**src/design/lzss_pkg.sv**
```systemverilog
// ----------------------------------------------------------------------------
// lzss_pkg
// shared constants and types for the lzss ring decompressor
// ----------------------------------------------------------------------------
package lzss_pkg;

    localparam int RING_SIZE     = 4096;
    localparam int LONGEST_MATCH = 18;
    localparam int MATCH_FLOOR   = 2;

    localparam int RING_AW  = $clog2(RING_SIZE);
    localparam int FILL_W   = RING_AW + 1;
    localparam int SIZE_W   = 24;
    localparam int LEN_W    = $clog2(LONGEST_MATCH + 1);

    localparam logic [RING_AW-1:0] RESET_WP  = RING_AW'(RING_SIZE - LONGEST_MATCH);
    localparam logic [FILL_W-1:0]  FILL_FULL = FILL_W'(RING_SIZE);
    localparam logic [LEN_W-1:0]   LEN_BIAS  = LEN_W'(MATCH_FLOOR + 1);
    localparam logic [7:0]         FILL_BYTE = 8'h20;
    localparam logic [7:0]         FLAG_MARK = 8'hFF;

    // parse position inside the token stream
    typedef enum logic [1:0] {
        PH_BOUNDARY = 2'd0,
        PH_TOKEN    = 2'd1,
        PH_REF      = 2'd2
    } phase_t;

    // one result beat
    typedef struct packed {
        logic [7:0] out_byte;
        logic       data_valid;
        logic       run_last;
        logic       complete;
        logic       short_input;
    } res_t;

endpackage

```
**src/design/lzss_seq.sv**
```systemverilog
// ----------------------------------------------------------------------------
// lzss_seq
// token parser and copy sequencer, one ring byte per read/write step pair
// ----------------------------------------------------------------------------
module lzss_seq
(
    input  logic                         clk,
    input  logic                         rst_n,
    input  logic                         in_valid,
    input  logic [7:0]                   in_byte,
    input  logic                         in_last,
    output logic                         in_stall,
    input  logic [lzss_pkg::SIZE_W-1:0]  output_size,
    output logic                         ring_wr_en,
    output logic [7:0]                   ring_wr_data,
    output logic                         ring_rd_en,
    output logic [lzss_pkg::RING_AW-1:0] ring_rd_addr,
    input  logic [7:0]                   ring_rd_data,
    input  logic                         res_ready,
    output logic                         res_load,
    output lzss_pkg::res_t               res
);

    typedef enum logic [3:0] {
        ST_IDLE   = 4'b0001,
        ST_READ   = 4'b0010,
        ST_WRITE  = 4'b0100,
        ST_STATUS = 4'b1000
    } state_t;

    state_t                       state_reg,    state_next;
    lzss_pkg::phase_t             phase_reg,    phase_next;
    logic [15:0]                  flag_reg,     flag_next;
    logic [7:0]                   held_reg,     held_next;
    logic [lzss_pkg::SIZE_W-1:0]  produced_reg, produced_next;
    logic                         finished_reg, finished_next;
    logic [lzss_pkg::RING_AW-1:0] addr_reg,     addr_next;
    logic [lzss_pkg::LEN_W-1:0]   rem_reg,      rem_next;
    logic [7:0]                   lit_reg,      lit_next;
    logic                         is_lit_reg,   is_lit_next;
    logic                         last_reg,     last_next;

    logic [lzss_pkg::SIZE_W-1:0]  prod_inc;
    logic                         hit_size;
    logic                         step_final;
    logic                         tok_bit;
    logic [7:0]                   cur_byte;

    assign prod_inc   = produced_reg + 1'b1;
    assign hit_size   = (prod_inc == output_size);
    assign step_final = (rem_reg == lzss_pkg::LEN_W'(1)) || hit_size;
    assign tok_bit    = (phase_reg == lzss_pkg::PH_TOKEN) ? flag_reg[0] : flag_reg[1];
    assign cur_byte   = is_lit_reg ? lit_reg : ring_rd_data;

    assign in_stall     = (state_reg != ST_IDLE);
    assign ring_rd_en   = (state_reg == ST_READ);
    assign ring_rd_addr = addr_reg;
    assign ring_wr_data = cur_byte;

    always_comb
    begin
        state_next    = state_reg;
        phase_next    = phase_reg;
        flag_next     = flag_reg;
        held_next     = held_reg;
        produced_next = produced_reg;
        finished_next = finished_reg;
        addr_next     = addr_reg;
        rem_next      = rem_reg;
        lit_next      = lit_reg;
        is_lit_next   = is_lit_reg;
        last_next     = last_reg;
        ring_wr_en    = 1'b0;
        res_load      = 1'b0;
        res           = '0;

        case (state_reg)
            ST_IDLE:
            begin
                if (in_valid && !finished_reg && (produced_reg < output_size))
                begin
                    last_next = in_last;
                    if (phase_reg == lzss_pkg::PH_REF)
                    begin
                        addr_next   = {in_byte[7:4], held_reg};
                        rem_next    = {1'b0, in_byte[3:0]} + lzss_pkg::LEN_BIAS;
                        is_lit_next = 1'b0;
                        phase_next  = lzss_pkg::PH_BOUNDARY;
                        state_next  = ST_READ;
                    end
                    else if (phase_reg == lzss_pkg::PH_BOUNDARY && !flag_reg[9])
                    begin
                        // flag byte, eight token bits with a stop mark above
                        flag_next  = {lzss_pkg::FLAG_MARK, in_byte};
                        phase_next = lzss_pkg::PH_TOKEN;
                        if (in_last)
                        begin
                            state_next = ST_STATUS;
                        end
                    end
                    else
                    begin
                        if (phase_reg == lzss_pkg::PH_BOUNDARY)
                        begin
                            flag_next = {1'b0, flag_reg[15:1]};
                        end
                        if (tok_bit)
                        begin
                            lit_next    = in_byte;
                            is_lit_next = 1'b1;
                            rem_next    = lzss_pkg::LEN_W'(1);
                            phase_next  = lzss_pkg::PH_BOUNDARY;
                            state_next  = ST_WRITE;
                        end
                        else
                        begin
                            held_next  = in_byte;
                            phase_next = lzss_pkg::PH_REF;
                            if (in_last)
                            begin
                                state_next = ST_STATUS;
                            end
                        end
                    end
                end
            end
            ST_READ:
            begin
                state_next = ST_WRITE;
            end
            ST_WRITE:
            begin
                if (res_ready)
                begin
                    res_load         = 1'b1;
                    ring_wr_en       = 1'b1;
                    res.out_byte     = cur_byte;
                    res.data_valid   = 1'b1;
                    res.run_last     = step_final;
                    res.complete     = hit_size;
                    res.short_input  = step_final && last_reg && !hit_size;
                    produced_next    = prod_inc;
                    rem_next         = rem_reg - 1'b1;
                    addr_next        = addr_reg + 1'b1;
                    if (step_final)
                    begin
                        finished_next = hit_size || last_reg;
                        state_next    = ST_IDLE;
                    end
                    else
                    begin
                        state_next = ST_READ;
                    end
                end
            end
            ST_STATUS:
            begin
                if (res_ready)
                begin
                    res_load        = 1'b1;
                    res.run_last    = 1'b1;
                    res.short_input = 1'b1;
                    finished_next   = 1'b1;
                    state_next      = ST_IDLE;
                end
            end
            default:
            begin
                state_next = ST_IDLE;
            end
        endcase
    end

    always_ff @(posedge clk or negedge rst_n)
    begin
        if (!rst_n)
        begin
            state_reg    <= ST_IDLE;
            phase_reg    <= lzss_pkg::PH_BOUNDARY;
            flag_reg     <= '0;
            held_reg     <= '0;
            produced_reg <= '0;
            finished_reg <= 1'b0;
        end
        else
        begin
            state_reg    <= state_next;
            phase_reg    <= phase_next;
            flag_reg     <= flag_next;
            held_reg     <= held_next;
            produced_reg <= produced_next;
            finished_reg <= finished_next;
        end
    end

    always_ff @(posedge clk)
    begin
        addr_reg   <= addr_next;
        rem_reg    <= rem_next;
        lit_reg    <= lit_next;
        is_lit_reg <= is_lit_next;
        last_reg   <= last_next;
    end

endmodule
```
**config.mk**
```make
export PLATFORM = sky130hd
export DESIGN_NAME = lzss_seq
export DESIGN_NICKNAME = d
export VERILOG_FILES = /design/src/design/lzss_pkg.sv /design/src/design/lzss_seq.sv
export SDC_FILE = /design/constraint.sdc
export NUM_CORES = 1
export LEC_CHECK = 0
export BUFFER_PORTS_ARGS = -buffer_cell sky130_fd_sc_hd__buf_4
export CAP_MARGIN = 0
export CORE_MARGIN = 1.5
export CORE_UTILIZATION = 43
export CTS_CLUSTER_DIAMETER = 100
export DETAILED_ROUTE_END_ITERATION = 12
export PLACE_DENSITY_LB_ADDON = 0.12
export REMOVE_ABC_BUFFERS = 1
export SLEW_MARGIN = 10
export SYNTH_ARGS = -nofsm -noshare
export SYNTH_HDL_FRONTEND = slang
export SYNTH_SLANG_ARGS = --single-unit
```
**constraint.sdc**
```tcl
create_clock -name clk -period 9.48 [get_ports clk]
set_input_delay 1.896 -clock clk [delete_from_list [all_inputs] [get_ports clk]]
set_output_delay 1.896 -clock clk [all_outputs]
set_load 0.03 [all_outputs]
```
==> metrics list, run 1 <==
* Run status: complete, no violations
- Static Leak: 2.990 nW
- Syn Std Cell Area: 5460 sq um
* Count of distinct cell types in the synthesized netlist: 66
* Max-slew headroom at the worst pin: 34.47%
- Together, buffers and inverters on the worst path number 2.
- CTS clock-pin slew for the worst setup and hold paths: 0.07 ns
- H-tree levels: 3
- Max FFs per register: 24
* Predominant post-synthesis flop cell: sky130_fd_sc_hd__dfrtp_1
- Relative to the synthesized area, the layout overhead comes to 19.04%.
* Arrival time at the worst endpoint: 4.07 ns
* Nets: 729
- The Yosys step of the flow raised 0 warnings.
* Data required, critical path: 7.58 ns
- ANT cells: 0
- Based on the critical path, the design can be clocked at up to 167.6 MHz.
- Final hold violation count: 0
* Number of global-route vias before repair: 4595
- Setup Buffers After CTS: 0
- Global-route wire length before repair: 22290 um
* Tot Pwr: about 1.2 mW
* Clock buffers created by TritonCTS: 9
* Worst setup margin: 3.515 ns
- 1st-pass router iterations: 5
- Adding up every negative setup slack in the final design gives 0 ns.
- PortBufs: 80
- Across the run, the number of max-cap violations was 0.
- Power spread over the standard cell area amounts to 183.1 nW/um^2.
- The finished layout holds between 800 and 900 standard cells, fillers aside.
- Final standard cell area without fillers: 6500 sq um
- Cts hold-fix bufs: 0
- Post-route antenna net violation count: 0
* Final setup violating endpoints: 0
* Placed instance count: 812
- Entering global routing, the biggest net connects 56 pins.
* Total half-perimeter wirelength after legalization and detailed placement: 10150 um
* Most area-consuming cells after synthesis: sky130_fd_sc_hd__dfrtp_1 (25%), sky130_fd_sc_hd__edfxtp_1 (15%), sky130_fd_sc_hd__ha_1 (6.6%), sky130_fd_sc_hd__xnor2_1 (5.8%), sky130_fd_sc_hd__nand2_1 (5.2%)
* Post-CTS Resized: 0
- In the routed layout, each cell is associated on average with a via count of around 5.5.
- Placed Instance Area: 6170 sq um
- Number of enable flip-flop cells after synthesis: 27
- After synthesis, flip-flops and latches occupy 40.08% of the total area.
- CTS placed an instance of sky130_fd_sc_hd__clkbuf_16 at the clock tree root.
* Flops & latches, synth: 82
- The region available for standard cell placement spans around 12000 sq um.
- The clock arrives with 0.008318 ns of skew.
- Total detailed-routing wirelength: 13730 um
- In the finished design, the share of the clock period the worst path needs comes to 62.93%.
- The critical path is of the in -> out type.
- Syn avg cell area: slightly above 9 sq um
- The cell that appears most often on the critical path is sky130_fd_sc_hd__buf_4.
* Max-slew violation count: 0
* Cell taking the most area after synthesis: sky130_fd_sc_hd__dfrtp_1
* Tightest Pin Transition: 0.9776 ns
* Final Critical Period: 5.966 ns
- Overall via count from detail_route: 4555
- Synthesis produced a netlist whose cell count is 592.
- The later pin in the worst-skew pair is clocked with a latency of 0.35 ns.
* Clock tree from TritonCTS: yes
* Area enclosed by the die boundary: 13380 sq um
- On the worst path, the slowest cell contributes a delay of around 0.7 ns.
- In the global route stage, overall resource usage came out at between 20% and 30%.
* Leading cell type in the layout, fill and taps excluded: sky130_fd_sc_hd__buf_4
- Post-layout utilization of the core: 53.23%
- IO Pins: 81
- Pre-CTS WS: 3.536 ns
- Gpl congestion: around 0.84
* Initial antenna violation count: 0
* Buffer levels on the longest clock path: 2
* Kind of start point of the critical path: primary input
- Biggest fanout along the worst timing path: 6
- Width of the die: 115.7 um
- Cell at the slowest stage of the critical path: sky130_fd_sc_hd__a2111oi_0
- The die is 115.7 um tall.
- Fraction of layout instances using a drive strength above 1: roughly a fifth
- Standard-cell rows: 40
- Most frequent cells in the layout: sky130_fd_sc_hd__buf_4 (83), sky130_fd_sc_hd__nand2_1 (75), sky130_fd_sc_hd__dfrtp_1 (54)
- The kind of cell with the highest combined delay along the critical path is compound AO/OA/AOI/OAI gates.
- Post-synthesis async set-or-reset flop share: 67.07%
* Peak supply drop: about 0.10 mV
* Number of sinks on the clock net: 82
- Remaining routing DRC violations: 0
- Chain of cells forming the critical path: buf_4, xor2_1, nand3_1, a2111oi_0, o32a_1, o2111ai_1, nor2_4, o21ai_2, nand2_1, buf_4
* Average wire per cell in the routed design: 16.58 um
* Critical Path Sink Type: primary output
- The tightest hold path in the finished design has a slack of 0.4785 ns.
- In this run the worst hold path is classified as reg -> reg.
- Setup repair after global routing left no endpoint under its margin.
- Initial DRC count: 294
* Total gr overflow: 0
- For this configuration, the core starts out at a cell density of between 40 and 50%.
- The synthesized design devotes to its leading area cell type 24.75% of total area.
## final cells by class
type	instances	area, sq um
Fill cell	1177	5712
Tap cell	168	210.2
Sequential cell	82	2188
Clock buffer	9	225.2
Timing Repair Buffer	83	623.1
Clock inverter	7	105.1
Multi-Input combinational cell	440	3002
Inverter	39	146.4
## worst paths after layout
kind | start | end | slack, ns | depth (start not counted)
min reg2reg | flag_reg[8] | flag_reg[8] | 0.48 | 1
max in group asynchronous | rst_n | held_reg[3] | 7.39 | 1
min in group asynchronous | rst_n | produced_reg[12] | 1.61 | 1
min | flag_reg[8] | flag_reg[8] | 0.48 | 1
max reg2reg | produced_reg[13] | flag_reg[0] | 5.96 | 9
max | output_size[22] | res[2] | 3.51 | 10
## report_power, final
part | leakage, nW | total (mW) | switching [mW] | internal (mW)
registers | 0.978 | 0.474 | 0.0515 | 0.423
clock network | 0.159 | 0.394 | 0.158 | 0.236
logic | 1.85 | 0.322 | 0.188 | 0.134
total | 2.99 | 1.19 | 0.398 | 0.793
## routing by layer
metal	routed length (um)	GRT usage [%]
met4	407	10.57
met5	0	0
met3	665	4.393
met1	5934	26.52
met2	6725	37.08
## kinds of logic (layout without fill, tap and decap cells)
| kind of cell | after synthesis | after routing | synth area share (%) |
|---|---|---|---|
| AND/OR/NAND/NOR | 229 | 229 | 22.02 |
| AO/OA/AOI/OAI | 100 | 100 | 12.10 |
| flip-flops | 82 | 82 | 40.08 |
| buffers and inverters | 70 | 138 | 5.133 |
| XOR/XNOR | 59 | 59 | 9.464 |
| adder cells (fa/ha/maj) | 29 | 29 | 6.645 |
| multiplexers | 23 | 23 | 4.560 |
## synthesized netlist by cell type (all sizes together), types with 5 or more instances
| cell type | number |
|---|---|
| nor3 | 15 |
| nand2 | 76 |
| mux2 | 15 |
| nand4 | 14 |
| buf | 10 |
| ha | 29 |
| nor4b | 5 |
| a21o | 10 |
| nand3 | 15 |
| nor4 | 10 |
| clkbuf | 21 |
| xor2 | 23 |
| edfxtp | 27 |
| inv | 39 |
| o21ai | 41 |
| nand2b | 5 |
| and3 | 12 |
| nor2 | 34 |
| xnor2 | 36 |
| dfrtp | 54 |
| or3 | 9 |
| and4 | 5 |
| mux2i | 8 |
| a21oi | 12 |
| nor2b | 13 |
No activity file was read; power rests on OpenSTA's default activity.
==> inputs of run 2 (changes only) <==
==> constraint.sdc (replaced) <==
create_clock -name clk -period 6.05 [get_ports clk]
set_input_delay 1.21 -clock clk [delete_from_list [all_inputs] [get_ports clk]]
set_output_delay 1.21 -clock clk [all_outputs]
set_load 0.03 [all_outputs]
==> metrics list, run 2 (synthesis results as in run 1) <==
* Run status: complete, no violations
* Worst setup path startpoint: produced_reg[1]
- Overall via count from detail_route: 4523 (-0.70%)
- In the finished design, the share of the clock period the worst path needs comes to 78.78%.
* CTS Root Cell: sky130_fd_sc_hd__clkbuf_16
* Final standard cell area without fillers: 6449 sq um (-0.79%)
- Static Leak: 2.967 nW (-0.76%)
* Met2 capacity usage during global routing: 36.29% (-0.79 points)
* Clock tree from TritonCTS: yes
- Global-route wire length before repair: 22180 um (-0.52%)
- Switching power total: 0.6135 mW (+54%)
* PortBufs: 80 (unchanged)
- The post-detailed-route via-to-cell ratio is 5.456 (-0.82%).
- Number of sinks on the clock net: 82 (unchanged)
- The number of max-slew violations in the final report is 0 (unchanged).
* Width of the die: 115.7 um (unchanged)
- Combinational group share of total power: 28.5% (+1.4 points)
- The H-tree level count is 3 (unchanged).
* Final setup violating endpoints: 0 (unchanged)
- Arrival time at the worst endpoint: 3.56 ns (-0.51 ns)
- Pwr per Cell Area: 273.9 nW/um^2 (+50%)
- For this run, the top clock speed supported by timing is about 210 MHz.
- The overall fraction of global-route tracks in use came to 21.66% (-0.13 points).
* Clock insertion delay at the later pin of the skew report: 0.35 ns (about the same)
* Fraction of layout instances using a drive strength above 1: 19.21% (-0.18 points)
- Share of power burned in registers: 42.1% (+2.2 points)
* Internal power: 1.153 mW (+45%)
- Total half-perimeter wirelength after legalization and detailed placement: 10120 um (-0.24%)
* Max FFs per register: 24 (unchanged)
- The library cell used most frequently in the layout, excluding fill and tap cells, is sky130_fd_sc_hd__buf_4.
- The total core area is 12210 sq um (unchanged).
- The die footprint is 13380 sq um (unchanged).
- The slew of the pin with the lowest slew margin is 1.047 ns (+0.06902 ns).
- ANT cells: 0 (unchanged)
- The hold violation count in the final report is 0 (unchanged).
- Initial antenna violation count: 0 (unchanged)
- Data required, critical path: 4.84 ns (-2.74 ns)
- The clock transition at the registers of the reported paths was 0.06 ns (about the same).
- The buffer count from post-CTS setup fixing is 0 (unchanged).
- The total wire length came to 13700 um (-0.20%).
- Biggest fanout along the worst timing path: 8 (+2)
* Largest net degree at the start of global routing: 56 (unchanged)
* Max-slew headroom at the worst pin: 29.85% (-4.6 points)
- The number of buffers created by CTS is 9 (unchanged).
- Max capacitance violation total: 0 (unchanged)
- Starting utilization of the core area: 44.71% (unchanged)
- The overall die height is 115.7 um (unchanged).
- The count of nets after finishing is 730 (+0.14%).
- The startpoint identified for the worst hold timing path is flag_reg[8].
- The worst setup path is captured at a primary output.
- Cts hold-fix bufs: 0 (unchanged)
- The worst setup path is launched from a flip-flop.
- Share of power burned in the clock network: 29.4% (-3.7 points)
- Number of global-route vias before repair: 4517 (-1.7%)
- The worst IR drop on VDD is 0.1549 mV (+50%).
* Standard-cell rows: 40 (unchanged)
- Gpl congestion: 0.8539 (+1.7%)
- Global-route met3 utilization: 4.603% (+0.21 points)
- 1st-pass router iterations: 4 (-1)
* Most frequent cells in the layout: sky130_fd_sc_hd__buf_4 (84), sky130_fd_sc_hd__nand2_1 (75), sky130_fd_sc_hd__dfrtp_1 (54)
- Setup repair after global routing left no endpoint under its margin.
- In this run the most used layer during global routing was met2.
- Total gr overflow: 0 (unchanged)
- By startpoint and endpoint, the worst setup path is classified as reg -> out.
- From synthesis to final layout, the design area changed by 18.10%.
- The number of routed nets with antenna violations is 0 (unchanged).
* IO Pins: 81 (unchanged)
- Post-CTS Resized: 0 (unchanged)
- In this run the critical register-to-register path is launched from produced_reg[1].
- Initial DRC count: 292 (-0.68%)
- Final Critical Period: 4.766 ns
* Remaining routing DRC violations: 0 (unchanged)
* Buffer levels on the longest clock path: 2 (unchanged)
* Aggregate negative setup slack: 0 ns (unchanged)
- Share of total power consumed by net switching: 34.73% (+1.3 points)
- GR Util met1: 27.17% (+0.65 points)
- The post-route clock skew was 0.01186 ns (+0.003541 ns).
- Worst Hold Class: reg -> reg
- Placed Instance Area: 6177 sq um (+0.12%)
- The post-detailed-route wirelength per cell is 16.53 um (-0.32%).
run 2: worst max-delay path, cell delays in order, from the launching register on:
cell	delay, ns
sky130_fd_sc_hd__dfrtp_1	0.44
sky130_fd_sc_hd__ha_1	0.38
sky130_fd_sc_hd__nand4_2	0.19
sky130_fd_sc_hd__or4_1	0.66
sky130_fd_sc_hd__a2111oi_0	0.56
sky130_fd_sc_hd__o32a_1	0.22
sky130_fd_sc_hd__o2111ai_1	0.15
sky130_fd_sc_hd__nor2_4	0.26
sky130_fd_sc_hd__o21ai_2	0.10
sky130_fd_sc_hd__nand2_1	0.10
sky130_fd_sc_hd__buf_4	0.15
run 2: power groups by stage:
stage	combinational, mW	clock, mW	sequential, mW
after CTS	0.507	0.532	0.743
after global routing	0.556	0.551	0.757
after global placement	0.497	0	0.749
after detailed placement	0.506	0	0.752
final	0.504	0.519	0.743
after floorplan	0.311	0	0.767
run 2: final timing paths:
path / cells after the start / slack [ns] / to
min in group asynchronous: 1 / 0.93 / produced_reg[12]
worst min-delay path: 1 / 0.47 / flag_reg[8]
worst max register to register: 9 / 2.81 / finished_reg
worst min register to register: 1 / 0.47 / flag_reg[8]
max in group asynchronous: 1 / 4.63 / held_reg[0]
worst max-delay path: 10 / 1.28 / res[2]
run 2: layer usage:
metal  part of all wire [%]  vias up
met5                      0        -
met4                    3.0        0
met3                    4.6       28
met2                     48      119
met1                     44     2155
li1                       -     2221
run 2: area by class of cell:
class                           instances  area, sq um
Clock buffer                           10        229.0
Clock inverter                          6        42.54
Fill cell                            1198         5763
Inverter                               39        146.4
Multi-Input combinational cell        440         3002
Sequential cell                        82         2188
Tap cell                              168        210.2
Timing Repair Buffer                   84        630.6
run 2: metrics by stage:
stage / std cells / worst slack, ns / utilization, % / hold WS, ns / total power, mW
3_3_place_gp: 813 / 1.642 / 50.58 / 0.4506 / 1.246
4_1_cts: 829 / 1.240 / 52.81 / 0.4826 / 1.782
5_1_grt: 829 / 1.112 / 52.81 / 0.5030 / 1.864
2_1_floorplan: 561 / 1.851 / - / 0.4340 / 1.078
6_report: 829 / 1.284 / 52.81 / 0.4745 / 1.767
3_5_place_dp: 813 / 1.588 / 50.58 / 0.4642 / 1.258
==> inputs of run 3 (changes only) <==
==> constraint.sdc (replaced) <==
create_clock -name clk -period 4.7 [get_ports clk]
set_input_delay 0.94 -clock clk [delete_from_list [all_inputs] [get_ports clk]]
set_output_delay 0.94 -clock clk [all_outputs]
set_load 0.03 [all_outputs]
==> metrics list, run 3 (synthesis results as in run 1) <==
- The clock transition at the registers of the reported paths is 0.06 ns (about the same).
* Worst setup margin: 0.2637 ns (-1.020 ns)
- Final Critical Period: around 4.4 ns
- STA classifies the critical path endpoint as a primary output.
- Kind of start point of the critical path: flip-flop
- Total detailed-routing wirelength: 13960 um (+1.9%)
- Final period utilization: a little over nine tenths
* Buffer levels on the longest clock path: 2 (unchanged)
- Clock insertion delay at the later pin of the skew report: 0.34 ns (about the same)
- The number of antenna violations at the first check in global routing is 0 (unchanged).
- R2r worst-path depth: 8 (-1)
* Total half-perimeter wirelength after legalization and detailed placement: 10280 um (+1.6%)
- The multi-input combinational cell area was 3005 sq um (+0.12%).
- The worst IR drop on VDD is 0.1931 mV (+25%).
- The top-level I/O count was 81 (unchanged).
- The cell count of the worst hold path was 1 (unchanged).
* Gpl congestion: 0.8660 (+1.4%)
* CTS Root Cell: sky130_fd_sc_hd__clkbuf_16
- Cts hold-fix bufs: 0 (unchanged)
- Max-slew violation count: 0 (unchanged)
- Floorplan Core Area: 12210 sq um (unchanged)
- Arrival time at the worst endpoint: 3.50 ns (-0.06 ns)
- The overall power consumption is 2.402 mW (+36%).
- Total gr overflow: 0 (unchanged)
* Global-route wire length before repair: 22500 um (+1.5%)
- The count of nets after finishing is 730 (unchanged).
- Starting utilization of the core area: 44.71% (unchanged)
- Largest net degree at the start of global routing: 56 (unchanged)
- Tightest Pin Transition: 0.9920 ns (-0.05454 ns)
- The number of DRC violations after detailed-routing iteration 0 came to 211 (-28%).
- The reported leakage power came to 2.990 nW (+0.77%).
* Width of the die: 115.7 um (unchanged)
- Most frequent cells in the layout: sky130_fd_sc_hd__buf_4 (84), sky130_fd_sc_hd__nand2_1 (75), sky130_fd_sc_hd__dfrtp_1 (54)
* Sequential cell area in the final layout: 2188 sq um (unchanged)
- Setup Buffers After CTS: 0 (unchanged)
- The overall die height is 115.7 um (unchanged).
* Leading cell type in the layout, fill and taps excluded: sky130_fd_sc_hd__buf_4
- The detailed-router iteration count before antenna repair came to 4 (unchanged).
* Pwr per Cell Area: 369.0 nW/um^2 (+35%)
* Clock buffers created by TritonCTS: 9 (unchanged)
- The die footprint was 13380 sq um (unchanged).
- The antenna cell count is 0 (unchanged).
* Setup repair after global routing missed its margin: no
- The detailed-route DRC error count came to 0 (unchanged).
* Global routing usage summed across all routing layers: 21.88% (+0.21 points)
* Post-route antenna net violation count: 0 (unchanged)
- Via count normalized by instance count: 5.559 (+1.9%)
* Fraction of layout instances using a drive strength above 1: 19.52% (+0.30 points)
* Max-slew headroom at the worst pin: 33.50% (+3.7 points)
* Max capacitance violation total: 0 (unchanged)
* Fillers: 1177 (-1.8%)
- H-tree levels: 3 (unchanged)
- Layout Area Growth over Synthesis: 19.20%
* Number of global-route vias before repair: 4703 (+4.1%)
- Worst Hold Class: reg -> reg
- The worst hold slack is 0.4792 ns (+0.004732 ns).
* Highest Clock Rate: 225.4 MHz
* PortBufs: 80 (unchanged)
- The setup slack of the most critical reg-to-reg path was 1.42 ns (-1.39 ns).
- The number of standard-cell rows in the floorplan was 40 (unchanged).
* Worst Skew: 0.01080 ns (-0.001057 ns)
- Biggest fanout along the worst timing path: 15 (+7)
- The final setup violation count is 0 (unchanged).
- Max FFs per register: 24 (unchanged)
- Pre-CTS WS: 0.5402 ns (-1.048 ns)
- The via count of the routed design came to 4608 (+1.9%).
* Final hold violation count: 0 (unchanged)
* Kind of critical path: reg -> out
- Run status: complete, no violations
- TritonCTS built the clock tree.
- The post-detailed-route wirelength per cell is 16.84 um (+1.9%).
* Data required, critical path: 3.76 ns (-1.08 ns)
- The post-route setup TNS was 0 ns (unchanged).
- Number of sinks on the clock net: 82 (unchanged)
run 3: worst max-delay path, cell delays in order (launching register included):
cell,delay [ns]
sky130_fd_sc_hd__dfrtp_1,0.56
sky130_fd_sc_hd__nand3_2,0.34
sky130_fd_sc_hd__or4_1,0.78
sky130_fd_sc_hd__nor4b_1,0.53
sky130_fd_sc_hd__o32a_1,0.23
sky130_fd_sc_hd__nand4_1,0.13
sky130_fd_sc_hd__nor2_4,0.23
sky130_fd_sc_hd__o21ai_2,0.10
sky130_fd_sc_hd__nand2_1,0.10
sky130_fd_sc_hd__buf_4,0.16
run 3: area by class of cell:
type | count | area share (%)
Clock buffer | 11 | 3.729
Clock inverter | 5 | 1.307
Inverter | 39 | 2.249
Multi-Input combinational cell | 440 | 46.17
Sequential cell | 82 | 33.62
Tap cell | 168 | 3.230
Timing Repair Buffer | 84 | 9.689
run 3: worst paths after layout:
check,to,start
worst min-delay path,flag_reg[8],flag_reg[8]
min in group asynchronous,produced_reg[21],rst_n
worst max-delay path,res[2],produced_reg[2]
worst min register to register,flag_reg[8],flag_reg[8]
max in group asynchronous,produced_reg[6],rst_n
worst max register to register,flag_reg[15],produced_reg[13]
run 3: per-stage QoR:
stage	cells	cell area, sq um	utilization (%)
2_1_floorplan	561	5326	-
3_3_place_gp	813	6177	50.58
3_5_place_dp	813	6177	50.58
4_1_cts	829	6505	53.27
5_1_grt	829	6509	53.30
6_report	829	6509	53.30
run 3: power by group:
part / leakage (nW) / switching (mW) / total, mW / internal (mW)
clock network: 0.156 / 0.303 / 0.787 / 0.483
logic: 1.86 / 0.384 / 0.657 / 0.272
registers: 0.978 / 0.105 / 0.959 / 0.853
total: 2.99 / 0.793 / 2.40 / 1.61
run 3: layer usage:
layer	part of all wire, %	up-vias	global-route usage (%)
li1	-	2217	-
met1	43	2235	25.69
met2	49	125	37.71
met3	5.1	31	5.910
met4	3.0	0	9.512
met5	0	-	0
run 3: repair_timing:
item                       CTS  global route
setup endpoints to repair    0             3
hold endpoints to repair     0             0
gates resized for setup      0             2
